<file path="config.mk">
export PLATFORM = sky130hd
export DESIGN_NAME = bcd_ram
export DESIGN_NICKNAME = d
export VERILOG_FILES = /design/src/rtl/bcd_ram.sv
export SDC_FILE = /design/constraint.sdc
export NUM_CORES = 1
export LEC_CHECK = 0
export ABC_CLOCK_PERIOD_IN_PS = 1800
export BUFFER_PORTS_ARGS = -buffer_cell sky130_fd_sc_hd__buf_2
export CORE_MARGIN = 1
export CORE_UTILIZATION = 40
export DETAILED_ROUTE_END_ITERATION = 10
export SLEW_MARGIN = 10
export SYNTH_ARGS = -nofsm -noshare
export SYNTH_HDL_FRONTEND = slang
export SYNTH_SLANG_ARGS = --single-unit
</file>
<file path="constraint.sdc">
create_clock -name clk_i -period 1.8 [get_ports clk_i]
set_input_delay 0.09 -clock clk_i [delete_from_list [all_inputs] [get_ports clk_i]]
set_output_delay 0.09 -clock clk_i [all_outputs]
set_load 0.01 [all_outputs]
</file>
<file path="src/rtl/bcd_ram.sv">
// Generic single-port synchronous RAM with registered read.
module bcd_ram #(
  parameter int Width = 8,
  parameter int Depth = 16
) (
  input  logic                     clk_i,
  input  logic                     we_i,
  input  logic [$clog2(Depth)-1:0] addr_i,
  input  logic [Width-1:0]         wdata_i,
  output logic [Width-1:0]         rdata_o
);
  logic [Width-1:0] mem_q [Depth];
  always_ff @(posedge clk_i) begin
    if (we_i) mem_q[addr_i] <= wdata_i;
    rdata_o <= mem_q[addr_i];
  end
endmodule

</file>
==> impl_metrics.tcl <==
set metrics [dict create \
    die_height_um 115 \
    routed_wl_um 9140 \
    finalCritPeriodShare_pct 75.4 \
    met3_wirelength_um 207 \
    ctsHoldBuffers 0 \
    final.fill_count 975 \
    crit_path_end_kind "register" \
    finalNonFillerCells 467 \
    fmax_mhz 736 \
    max_slew_margin_pct 58.8 \
    path_max_fanout 1 \
    synth_flop_cell "edfxtp_1" \
    final_core_util_pct 51.0 \
    clk_latency_ps 410 \
    drcViolationCount 0 \
    overflow 0 \
    crit_arrival_ps 1640 \
    synth_cells 230 \
    routedWlPerCell_um 19.6 \
    dpl_worst_slack_ps 270 \
    cts_tree "done" \
    syn-num-nets 244 \
    tightestPinTransition_ps 617 \
    grt_pass1_vias 2425 \
    postRouteAntennaNets 0 \
    setup_viol 0 \
    power_mw 7.56 \
    drt-met1-wl_um 4130 \
    post_cts_buffers 0 \
    cts_resized 0 \
    yosys-top-cells-area "edfxtp_1 (76%), mux4_2 (14%), dfxtp_1 (3.2%)" \
    seq_area_frac_synth_pct 79.0 \
    layout_setup_ws_ps 442 \
    drt_iter0_drc 248 \
    skew_ps 7.55 \
    slew_viol_final 0 \
    numCtsBuffers 17 \
    synth_cell_types 18 \
    rows 40 \
    cp_slowest_cell "mux4_2" \
    n_antenna_cell 0 \
    portBuffers 21 \
    yosysMostFrequentCell "edfxtp_1" \
    critical_path_class "reg2reg" \
    gp_congestion 0.746 \
    yosysTopAreaCell "edfxtp_1" \
    hp-class "in2reg" \
    design_area_um2 6200 \
    wl_met2_um 4690 \
    highest_layer "met4" \
    crit_buf_inv 0 \
    min_period_ps 1360 \
    start_kind "register" \
    synth_edf_count 128 \
    initial_utilization_pct 41.7 \
    cts_root_buffer "clkbuf_16" \
    vias 2339 \
    grt_max_degree 20 \
    core-area_um2 12200 \
    cpPeakStageDelay_ps 480 \
    ys_async_sr_fraction_pct 0 \
    grt_antenna_before_repair 0 \
    clockBufferDepth 2 \
    hold_ws_ps 76.3 \
    ir_drop_mv 0.636 \
    clk_pin_slew_ps 60 \
    viasPerCell 5.01 \
    power_leakage_nw 2.08 \
    grt_first_pass_wirelength_um 13800 \
    dpl_cell_area_um2 5560 \
    worstPathCellList "mux4_2, a22oi_1, nand2_1" \
    p_per_area_nw_per_um2 1220 \
    die_w_um 115 \
    cts.sinks 136 \
    ys_seq_elements 136 \
    synth_common_cells "edfxtp_1 (128), mux4_2 (32), a22oi_1 (16)" \
    avgSynthCellArea_um2 22.0 \
    synth_area_um2 5070 \
    setup_tns_ps 0 \
    drive_above_1_share_pct 37.1 \
    hold_viol_final 0 \
    synth.top_cell.area_share_pct 75.9 \
    yosysWarnings 0 \
    crit_required_ps 2080 \
    fin_nets 300 \
    ioPinCount 22 \
    maxCapViolCount 0 \
    rsz0062_at_grt "no" \
    area_delta_synth_final_pct 22.3 \
    track_usage_pct 15.2 \
    path_delay_family "multiplexers" \
    htreeDepth 4 \
    post-dp-hpwl_um 6080 \
    die-area_um2 13100 \
    status "complete, no violations" \
    dpl.cell_count 435 \
    dr.pass1.iters 4 \
]
==> placed cells by master, fill, tap and decap left out, types with 2 or more instances in the layout <==
| cell | n |
|---|---|
| edfxtp_1 | 128 |
| mux4_2 | 32 |
| buf_4 | 24 |
| buf_2 | 21 |
| clkbuf_16 | 17 |
| a22oi_1 | 16 |
| nor2_1 | 13 |
| nand2_1 | 9 |
| dfxtp_1 | 8 |
| bufinv_16 | 5 |
| nor3_1 | 4 |
| clkinv_2 | 4 |
| buf_12 | 3 |
| nor2b_1 | 2 |
| nand3b_1 | 2 |
| nand2b_1 | 2 |
| clkinv_4 | 2 |
| clkinvlp_4 | 2 |
| clkbuf_1 | 2 |
==> path summary, 6_finish.rpt <==
kind	from	to	slack, ps	depth (start not counted)
setup / recovery	mem_q[11][1]	rdata_o[1]	440	3
hold / removal	wdata_i[6]	mem_q[4][6]	80	1
setup reg to reg	mem_q[11][1]	rdata_o[1]	440	3
hold reg to reg	mem_q[13][3]	rdata_o[3]	670	3
==> worst register-to-register path: stages (launching register included) <==
cell and delay, ps:
edfxtp_1 360, mux4_2 480, a22oi_1 320, nand2_1 80
==> flip-flops by register name, indices dropped and copies added, names as in the netlist <==
| signal | flops |
|---|---|
| mem_q | 128 |
| rdata_o | 8 |
==> layout make-up <==
class / instances / area, um2 / area share [%]
timing repair buffer: 48 / 345 / 5.57
tap: 168 / 210 / 3.39
multi-input combinational: 83 / 1000 / 16.2
clock buffer: 19 / 433 / 6.98
sequential: 136 / 4000 / 64.6
clock inverter: 13 / 203 / 3.27
==> report_power, final <==
group | total [mW] | switching [mW] | internal [mW]
logic | 0.343 | 0.192 | 0.152
clock network | 3.66 | 1.21 | 2.45
registers | 3.56 | 0.0202 | 3.54
total | 7.56 | 1.42 | 6.14
==> cell families after synthesis <==
| logic type | Yosys count | share of synthesized area (%) |
|---|---|---|
| muxes | 32 | 14.2 |
| DFF | 136 | 79.0 |
| buffers and inverters | 11 | 1.19 |
| and+or+nand+nor | 35 | 3.21 |
| AOI/OAI and AO/OA | 16 | 2.37 |
==> per-layer routing <==
layer	vias up	GRT usage, %
met5	-	0
met4	0	8.14
met3	8	3.02
met2	35	24.8
met1	1227	19.4
li1	1069	-
No activity file was read; power rests on OpenSTA's default activity.
